$ cat src/sv/mct_pkg.sv
package mct_pkg;

	localparam int MAX_TIMERS     = 2;
	localparam int DEF_NUM_TIMERS = 2;

	localparam int SEC_W      = 19;
	localparam int COOK_MIN_W = 13;
	localparam int HOUR_W     = 5;
	localparam int MINUTE_W   = 6;
	localparam int ADDR_W     = 5;
	localparam int DATA_W     = 32;

	localparam logic [SEC_W-1:0]      MAX_PRESET_S = 19'd359999;
	localparam logic [COOK_MIN_W-1:0] MAX_COOK_MIN = 13'd5999;
	localparam logic [HOUR_W-1:0]     MAX_ALARM_H  = 5'd23;
	localparam logic [MINUTE_W-1:0]   MAX_ALARM_M  = 6'd59;
	localparam logic [5:0]            SECS_PER_MIN = 6'd60;

	// floor(x / 3600) = ((x >> 4) * DIV3600_MUL) >> DIV_SHIFT, exact for 19-bit x
	// floor(x / 60)   = ((x >> 2) * DIV60_MUL)   >> DIV_SHIFT, exact for 19-bit x
	localparam logic [15:0] DIV3600_MUL = 16'd37283;
	localparam logic [19:0] DIV60_MUL   = 20'd559241;
	localparam int          DIV_SHIFT   = 23;

	typedef enum logic [2:0] {
		MODE_TICK        = 3'd0,
		MODE_START_TIMER = 3'd1,
		MODE_STOP_TIMER  = 3'd2,
		MODE_START_COOK  = 3'd3,
		MODE_STOP_COOK   = 3'd4,
		MODE_ARM         = 3'd5,
		MODE_DISARM      = 3'd6,
		MODE_READ        = 3'd7
	} mode_t;

	typedef enum logic [2:0] {
		REG_TIMER0_PRESET = 3'd0,
		REG_TIMER1_PRESET = 3'd1,
		REG_COOK_PRESET   = 3'd2,
		REG_ALARM_HOUR    = 3'd3,
		REG_ALARM_MINUTE  = 3'd4
	} reg_idx_t;

	typedef struct packed {
		logic [1:0] expired;
		logic       fired;
		logic       cdone;
		logic [1:0] running;
		logic       cook_running;
		logic       armed;
	} status_t;

endpackage

$ cat src/sv/multi_countdown_timer_with_alarm.sv
// Each item passes the input register, then the state update and constant-divisor h:m:s split
// into the result register.
// Throughput: one item per cycle; the input register holds only while the result register is
// full and not taken.
// arst_n clears all counters, running bits, the alarm, presets and stage valids.
module multi_countdown_timer_with_alarm
	import mct_pkg::*;
#(
	parameter int NUM_TIMERS = DEF_NUM_TIMERS
) (
	input  logic                  clk,
	input  logic                  arst_n,

	input  logic                  psel,
	input  logic                  penable,
	input  logic                  pwrite,
	input  logic [ADDR_W-1:0]     paddr,
	input  logic [DATA_W-1:0]     pwdata,
	output logic [DATA_W-1:0]     prdata,
	output logic                  pready,

	input  logic                  in_valid,
	output logic                  in_ready,
	input  logic [2:0]            mode,
	input  logic                  timer_id,
	input  logic [HOUR_W-1:0]     now_hour,
	input  logic [MINUTE_W-1:0]   now_minute,

	output logic                  out_valid,
	input  logic                  out_ready,
	output logic [1:0]            expired_mask,
	output logic                  delayed_start_fired,
	output logic                  cooking_done,
	output logic [1:0]            running_mask,
	output logic                  cooking_running,
	output logic                  alarm_armed,
	output logic [6:0]            readout_hours,
	output logic [5:0]            readout_minutes,
	output logic [5:0]            readout_seconds,
	output logic [6:0]            cooking_hours,
	output logic [5:0]            cooking_minutes
);

	// configuration
	logic [SEC_W-1:0]      preset_q [MAX_TIMERS];
	logic [COOK_MIN_W-1:0] cook_preset_min_q;
	logic [SEC_W-1:0]      cook_preset_s_q;
	logic [HOUR_W-1:0]     alarm_hour_q;
	logic [MINUTE_W-1:0]   alarm_minute_q;

	logic                  cfg_wr;
	reg_idx_t              cfg_idx;
	logic [SEC_W-1:0]      wr_sec;
	logic [COOK_MIN_W-1:0] wr_cook;
	logic [HOUR_W-1:0]     wr_hour;
	logic [MINUTE_W-1:0]   wr_minute;

	assign pready  = 1'b1;
	assign cfg_wr  = psel && penable && pwrite;
	assign cfg_idx = reg_idx_t'(paddr[ADDR_W-1:2]);

	assign wr_sec    = (pwdata[SEC_W-1:0] > MAX_PRESET_S) ? MAX_PRESET_S : pwdata[SEC_W-1:0];
	assign wr_cook   = (pwdata[COOK_MIN_W-1:0] > MAX_COOK_MIN) ? MAX_COOK_MIN
	                 : pwdata[COOK_MIN_W-1:0];
	assign wr_hour   = (pwdata[HOUR_W-1:0] > MAX_ALARM_H) ? MAX_ALARM_H : pwdata[HOUR_W-1:0];
	assign wr_minute = (pwdata[MINUTE_W-1:0] > MAX_ALARM_M) ? MAX_ALARM_M
	                 : pwdata[MINUTE_W-1:0];

	always_ff @(posedge clk or negedge arst_n) begin
		if (!arst_n) begin
			for (int i = 0; i < MAX_TIMERS; i++) begin
				preset_q[i] <= '0;
			end
			cook_preset_min_q <= '0;
			cook_preset_s_q   <= '0;
			alarm_hour_q      <= '0;
			alarm_minute_q    <= '0;
		end else if (cfg_wr) begin
			case (cfg_idx)
				REG_TIMER0_PRESET: preset_q[0] <= wr_sec;
				REG_TIMER1_PRESET: preset_q[1] <= wr_sec;
				REG_COOK_PRESET: begin
					cook_preset_min_q <= wr_cook;
					cook_preset_s_q   <= {6'd0, wr_cook} * SEC_W'(SECS_PER_MIN);
				end
				REG_ALARM_HOUR:   alarm_hour_q   <= wr_hour;
				REG_ALARM_MINUTE: alarm_minute_q <= wr_minute;
				default: ;
			endcase
		end
	end

	always_comb begin
		case (cfg_idx)
			REG_TIMER0_PRESET: prdata = DATA_W'(preset_q[0]);
			REG_TIMER1_PRESET: prdata = DATA_W'(preset_q[1]);
			REG_COOK_PRESET:   prdata = DATA_W'(cook_preset_min_q);
			REG_ALARM_HOUR:    prdata = DATA_W'(alarm_hour_q);
			REG_ALARM_MINUTE:  prdata = DATA_W'(alarm_minute_q);
			default:           prdata = '0;
		endcase
	end

	// pipeline handshake
	logic v_s1, v_q;
	logic rdy_o, rdy1;

	assign rdy_o     = !v_q || out_ready;
	assign rdy1      = !v_s1 || rdy_o;
	assign in_ready  = rdy1;
	assign out_valid = v_q;

	always_ff @(posedge clk or negedge arst_n) begin
		if (!arst_n) begin
			v_s1 <= 1'b0;
			v_q  <= 1'b0;
		end else begin
			if (rdy1)  v_s1 <= in_valid;
			if (rdy_o) v_q  <= v_s1;
		end
	end

	// stage 1: input register
	mode_t               mode_s1;
	logic                id_s1;
	logic [HOUR_W-1:0]   hour_s1;
	logic [MINUTE_W-1:0] minute_s1;

	always_ff @(posedge clk) begin
		if (in_valid && rdy1) begin
			mode_s1   <= mode_t'(mode);
			id_s1     <= timer_id;
			hour_s1   <= now_hour;
			minute_s1 <= now_minute;
		end
	end

	// timer state, updated as an item leaves stage 1
	logic [SEC_W-1:0] rem_q [MAX_TIMERS];
	logic [SEC_W-1:0] rem_d [MAX_TIMERS];
	logic [MAX_TIMERS-1:0] act_q, act_d;
	logic [SEC_W-1:0] cook_rem_q, cook_rem_d;
	logic             cook_act_q, cook_act_d;
	logic             pend_q, pend_d;
	status_t          st;
	logic             id_ok;
	logic [SEC_W-1:0] dec;
	logic [SEC_W-1:0] t_d, c_d;
	logic             adv1;

	assign adv1  = v_s1 && rdy_o;
	assign id_ok = int'(id_s1) < NUM_TIMERS;

	always_comb begin
		rem_d      = rem_q;
		act_d      = act_q;
		cook_rem_d = cook_rem_q;
		cook_act_d = cook_act_q;
		pend_d     = pend_q;
		st         = '0;
		dec        = '0;
		case (mode_s1)
			MODE_TICK: begin
				for (int i = 0; i < MAX_TIMERS; i++) begin
					if (i < NUM_TIMERS && act_q[i]) begin
						dec = (rem_q[i] != '0) ? rem_q[i] - 1'b1 : '0;
						rem_d[i] = dec;
						if (dec == '0) begin
							act_d[i]      = 1'b0;
							st.expired[i] = 1'b1;
						end
					end
				end
				if (pend_q && hour_s1 == alarm_hour_q && minute_s1 == alarm_minute_q) begin
					pend_d   = 1'b0;
					st.fired = 1'b1;
				end
				if (cook_act_q) begin
					cook_rem_d = (cook_rem_q != '0) ? cook_rem_q - 1'b1 : '0;
					if (cook_rem_d == '0) begin
						cook_act_d = 1'b0;
						st.cdone   = 1'b1;
					end
				end
			end
			MODE_START_TIMER: begin
				if (id_ok && preset_q[id_s1] != '0) begin
					rem_d[id_s1] = preset_q[id_s1];
					act_d[id_s1] = 1'b1;
				end
			end
			MODE_STOP_TIMER: begin
				if (id_ok) begin
					rem_d[id_s1] = '0;
					act_d[id_s1] = 1'b0;
				end
			end
			MODE_START_COOK: begin
				if (cook_preset_min_q != '0) begin
					cook_rem_d = cook_preset_s_q;
					cook_act_d = 1'b1;
				end
			end
			MODE_STOP_COOK: begin
				cook_rem_d = '0;
				cook_act_d = 1'b0;
			end
			MODE_ARM:    pend_d = 1'b1;
			MODE_DISARM: pend_d = 1'b0;
			default: ;
		endcase
		st.running      = 2'(act_d);
		st.cook_running = cook_act_d;
		st.armed        = pend_d;
		if (!id_ok) begin
			t_d = '0;
		end else if (act_d[id_s1]) begin
			t_d = rem_d[id_s1];
		end else begin
			t_d = preset_q[id_s1];
		end
		c_d = cook_act_d ? cook_rem_d : cook_preset_s_q;
	end

	always_ff @(posedge clk or negedge arst_n) begin
		if (!arst_n) begin
			for (int i = 0; i < MAX_TIMERS; i++) begin
				rem_q[i] <= '0;
			end
			act_q      <= '0;
			cook_rem_q <= '0;
			cook_act_q <= 1'b0;
			pend_q     <= 1'b0;
		end else if (adv1) begin
			rem_q      <= rem_d;
			act_q      <= act_d;
			cook_rem_q <= cook_rem_d;
			cook_act_q <= cook_act_d;
			pend_q     <= pend_d;
		end
	end

	// whole hours and whole minutes by reciprocal multiply, then remainders
	logic [30:0]      th_prod, ch_prod;
	logic [36:0]      tm_prod, cm_prod;
	logic [6:0]       t_hrs, c_hrs;
	logic [12:0]      t_min_all, c_min_all;
	logic [12:0]      t_min_full, c_min_full;
	logic [SEC_W-1:0] t_sec_full;
	status_t          st_q;

	assign th_prod = t_d[SEC_W-1:4] * DIV3600_MUL;
	assign ch_prod = c_d[SEC_W-1:4] * DIV3600_MUL;
	assign tm_prod = t_d[SEC_W-1:2] * DIV60_MUL;
	assign cm_prod = c_d[SEC_W-1:2] * DIV60_MUL;

	assign t_hrs     = th_prod[DIV_SHIFT+6:DIV_SHIFT];
	assign c_hrs     = ch_prod[DIV_SHIFT+6:DIV_SHIFT];
	assign t_min_all = tm_prod[DIV_SHIFT+12:DIV_SHIFT];
	assign c_min_all = cm_prod[DIV_SHIFT+12:DIV_SHIFT];

	assign t_min_full = t_min_all - {6'd0, t_hrs} * 13'(SECS_PER_MIN);
	assign c_min_full = c_min_all - {6'd0, c_hrs} * 13'(SECS_PER_MIN);
	assign t_sec_full = t_d - {6'd0, t_min_all} * SEC_W'(SECS_PER_MIN);

	// result register
	always_ff @(posedge clk) begin
		if (adv1) begin
			st_q            <= st;
			readout_hours   <= t_hrs;
			readout_minutes <= t_min_full[5:0];
			readout_seconds <= t_sec_full[5:0];
			cooking_hours   <= c_hrs;
			cooking_minutes <= c_min_full[5:0];
		end
	end

	assign expired_mask        = st_q.expired;
	assign delayed_start_fired = st_q.fired;
	assign cooking_done        = st_q.cdone;
	assign running_mask        = st_q.running;
	assign cooking_running     = st_q.cook_running;
	assign alarm_armed         = st_q.armed;

endmodule

$ cat config.mk
export PLATFORM = sky130hd
export DESIGN_NAME = multi_countdown_timer_with_alarm
export DESIGN_NICKNAME = d
export VERILOG_FILES = /design/src/sv/mct_pkg.sv /design/src/sv/multi_countdown_timer_with_alarm.sv
export SDC_FILE = /design/constraint.sdc
export NUM_CORES = 1
export LEC_CHECK = 0
export BUFFER_PORTS_ARGS = -buffer_cell sky130_fd_sc_hd__buf_2
export CAP_MARGIN = 20
export CORE_MARGIN = 4
export CORE_UTILIZATION = 50
export DETAILED_ROUTE_END_ITERATION = 8
export GPL_TIMING_DRIVEN = 0
export PLACE_DENSITY_LB_ADDON = 0.1
export SKIP_LAST_GASP = 1
export SLEW_MARGIN = 20
export SYNTH_ARGS = -nofsm -noshare
export SYNTH_HDL_FRONTEND = slang
export SYNTH_SLANG_ARGS = --single-unit
export TNS_END_PERCENT = 30
$ cat constraint.sdc
create_clock -name clk -period 13.2 [get_ports clk]
set_input_delay 0 -clock clk [delete_from_list [all_inputs] [get_ports clk]]
set_output_delay 0 -clock clk [all_outputs]
set_load 0.01 [all_outputs]
==> results.txt <==
Core footprint = 0.0478 sq mm
DRC = 0
CTS tree = yes
Setup TNS = 0 ns
Top FF cell, synth = dfrtp_1
Final Hold Viols = 0
Root cell of the clock tree = clkbuf_16
Clk Latency, worst-skew pair = 0.50 ns
Largest delay contributor family on the critical path = adder cells
Clock transition at path regs = 0.08 ns
Slowest cell on the critical path = clkbuf_1
Worst Skew = 0.0161 ns
Largest net degree at the start of global routing = 93
Largest family of logic cells by synthesized area = adder cells
Syn_area_per_cell = 9.08 sq um
# diodes = 0
Synth warn = 0
Gr ovfl total = 0
Finished Layout Cells = 3478
Fraction of layout cells with a size suffix above 1 = 0.0912
Global-route wire length before repair = 116000 um
Commonest non-fill, non-tap cell in the layout = ha_1
Clk sink count = 196
WL/cell = 21.2 um
Total CTS buffers = 17
Crit. End Element = flip-flop
Most frequent cells in the layout = 413 x ha_1, 389 x inv_1, 266 x nand2_1
Crit path DAT = 11.48 ns
RSZ-0062 raised after global routing = false
Multiplexer area fraction after synthesis = 0.0370
Register area share after synthesis = 0.213
Max-Cap Viols = 0
Vias per Instance = 5.83
Fraction of registers with async set/reset = 0.719
Setup crit start = mode_s1[2]
XOR/XNOR Fraction of Synth Area = 0.0291
Compound-gate portion of the synthesized area = 0.138
IO Port Bufs = 101
Reg-to-Reg End = cooking_minutes[5]
Sequential cell area = 0.00518 sq mm
Area growth syn-to-layout = 9.94%
Adder and majority gate portion of the synthesized area = 0.361
Setup bufs post-CTS = 0
Final #Nets = 3502
Die Span Y = 228 um
Initial antenna violation count = 0
Hold Path Class = in -> reg
WS Path Type = reg -> reg
Most frequent CP cell = ha_1
Largest stage delay on the critical path = 0.74 ns
I/O Pins = 134
Flops & latches, synth = 196
Slew HR = 0.254
Worst slew pin tran = 1.11 ns
Synthesized instance count = 2676
First DRT Iteration DRCs = 1511
Multi-input gate area = 0.0170 sq mm
CTS max path bufs = 2
Setup-failing EPs final = 0
Synth unique cells = 103
Period utilization = 0.851
Slew Limit Fails = 0
Simple-Gate Fraction of Synth Area = 0.133
Dpl hpwl = 59300 um
Die X = 228 um
Fmax = 89.0 MHz
ANT nets after route = 0
Leak = 13.7 nW
Cells after DPL = 3407
WP data required = 13.44 ns
RD Place Congestion = 0.994
Worst VDD drop = 0.000349 V
Run status = completed
Routed wire length = 73800 um
DRT Pass-1 Iters = 6
Post-synthesis cell area = 0.0243 sq mm
EDFF count, synth = 55
PwrDens = 311 mW/mm^2
Via count = 20269
Worst R2R Start = mode_s1[2]
All-Layer GR Usage = 0.283
Reg2Reg Depth = 36
Initial Utilization = 0.508
Crit path time final = 11.24 ns
Startpoint Class = flip-flop
Vias in the first global route = 20564
Standard-cell row count = 80
Reg2reg setup slack = 1.96 ns
# fillers = 4411
Crit path buf inv count = 10
# H-tree levels = 4
WP depth = 36
Crit-path max FO = 10
Die footprint = 0.0522 sq mm
Worst setup endpoint = cooking_minutes[5]
## synth_stat cells (5+ instances only)
master / instances / area (sq um)
ha_1: 413 / 5170
inv_1: 389 / 1460
nand2_1: 266 / 998
o21ai_0: 187 / 936
fa_1: 180 / 3600
nor2_1: 179 / 672
dfrtp_1: 141 / 3530
a21oi_1: 117 / 586
clkbuf_1: 81 / 304
edfxtp_1: 55 / 1650
xnor2_1: 54 / 473
nor3_1: 47 / 235
mux2i_1: 46 / 460
a21o_1: 34 / 255
nor4_1: 29 / 181
nand3_1: 28 / 140
mux2_2: 25 / 282
xor2_1: 25 / 219
a31oi_1: 20 / 125
nand2b_1: 20 / 125
nand4_1: 17 / 106
a22oi_1: 16 / 120
buf_4: 16 / 120
nor2b_1: 14 / 87.6
o31ai_1: 13 / 97.6
o21a_1: 12 / 90.1
a221o_1: 11 / 110
and3_1: 11 / 68.8
o22ai_1: 11 / 68.8
or2_2: 11 / 68.8
or4_1: 11 / 82.6
buf_2: 9 / 45.0
o211ai_1: 9 / 67.6
a211oi_1: 8 / 60.1
clkbuf_8: 8 / 110
o22a_1: 8 / 70.1
mux4_2: 7 / 158
nand3b_1: 7 / 52.6
or3_1: 7 / 43.8
a221oi_1: 6 / 52.6
buf_1: 6 / 22.5
buf_6: 6 / 67.6
a32oi_1: 5 / 43.8
and2_1: 5 / 31.3
o41ai_1: 5 / 43.8
## cell type report
cell class | count | area share
clock buffer | 18 | 0.0164
clock inverter | 14 | 0.00656
multi-input combinational | 1976 | 0.638
inverter | 390 | 0.0548
tap | 615 | 0.0288
sequential | 196 | 0.194
buffer | 126 | 0.0252
timing repair buffer | 143 | 0.0362
## how the worst min path moves through the flow
| stage | slack, ns | start | to | cells past startpoint |
|---|---|---|---|---|
| 2_1_floorplan | -0.30 | arst_n | async pin | 0 |
| 3_3_place_gp | 0.18 | now_minute[3] | minute_s1[3] | 1 |
| 3_5_place_dp | -0.05 | arst_n | cook_preset_min_q[11] | 1 |
| 4_1_cts | 0.01 | paddr[2] | preset_q[18] | 5 |
| 5_1_grt | 0.08 | paddr[3] | alarm_hour_q[2] | 3 |
| 6_report | 0.03 | paddr[2] | preset_q[18] | 5 |
## worst reg2reg max path: cells and delay by family (launching register included)
family	cells	cell delay (ns)
simple gates	5	1.10
fa+ha+maj	11	4.24
compound gates	7	1.49
xor+xnor	3	0.41
flops	1	0.52
buf+inv	10	3.20
## report_power, final
part / total, W / internal (W) / switching (W) / leakage (nW)
sequential: 0.00115 / 0.000971 / 0.000179 / 2.35
clock: 0.000555 / 0.000263 / 0.000291 / 0.301
combinational: 0.00661 / 0.00295 / 0.00366 / 11.1
total: 0.00832 / 0.00419 / 0.00413 / 13.7
## cell families (layout without fill, tap and decap cells)
kind of cell / count (synthesis) / count (layout)
and+or+nand+nor: 686 / 686
adders and majority gates: 593 / 593
AOI/OAI and AO/OA: 525 / 525
buffers and inverters: 516 / 691
DFF: 196 / 196
xor gates and xnor gates: 80 / 80
muxes: 78 / 78
other: 2 / 14
## flip-flops by register name, indices dropped and copies added, names as in the netlist, 3 cells and up, named ones only
register,count
preset_q,38
rem_q,38
cook_rem_q,17
cook_preset_s_q,16
cook_preset_min_q,13
cooking_hours,7
readout_hours,7
alarm_minute_q,6
cooking_minutes,6
minute_s1,6
readout_minutes,6
readout_seconds,6
alarm_hour_q,5
hour_s1,5
mode_s1,3
## stage by stage
stage,total power (W),cell area [sq um],hold slack (ns),util,setup WS (ns)
after floorplan,0.00619,24300,-0.296,-,3.79
after global placement,0.00759,25600,0.178,0.536,2.04
after detailed placement,0.00778,25700,-0.0470,0.537,2.09
after CTS,0.00843,26700,0.0132,0.558,2.03
after global routing,0.00946,26700,0.0767,0.558,1.36
final,0.00832,26700,0.0288,0.558,1.96
## layer usage
metal,global-route usage,part of all wire,up-vias
met5,0,0,-
met4,0.0987,0.034,0
met3,0.0507,0.067,158
met2,0.460,0.46,732
met1,0.384,0.43,9860
li1,-,-,9519
## what timing repair did
item                       4_1_cts  5_1_grt
setup endpoints to repair        0        0
hold endpoints to repair       210        0
hold buffers                    39        0
resized for setup                0        0
(Power assumes the default switching activity.)
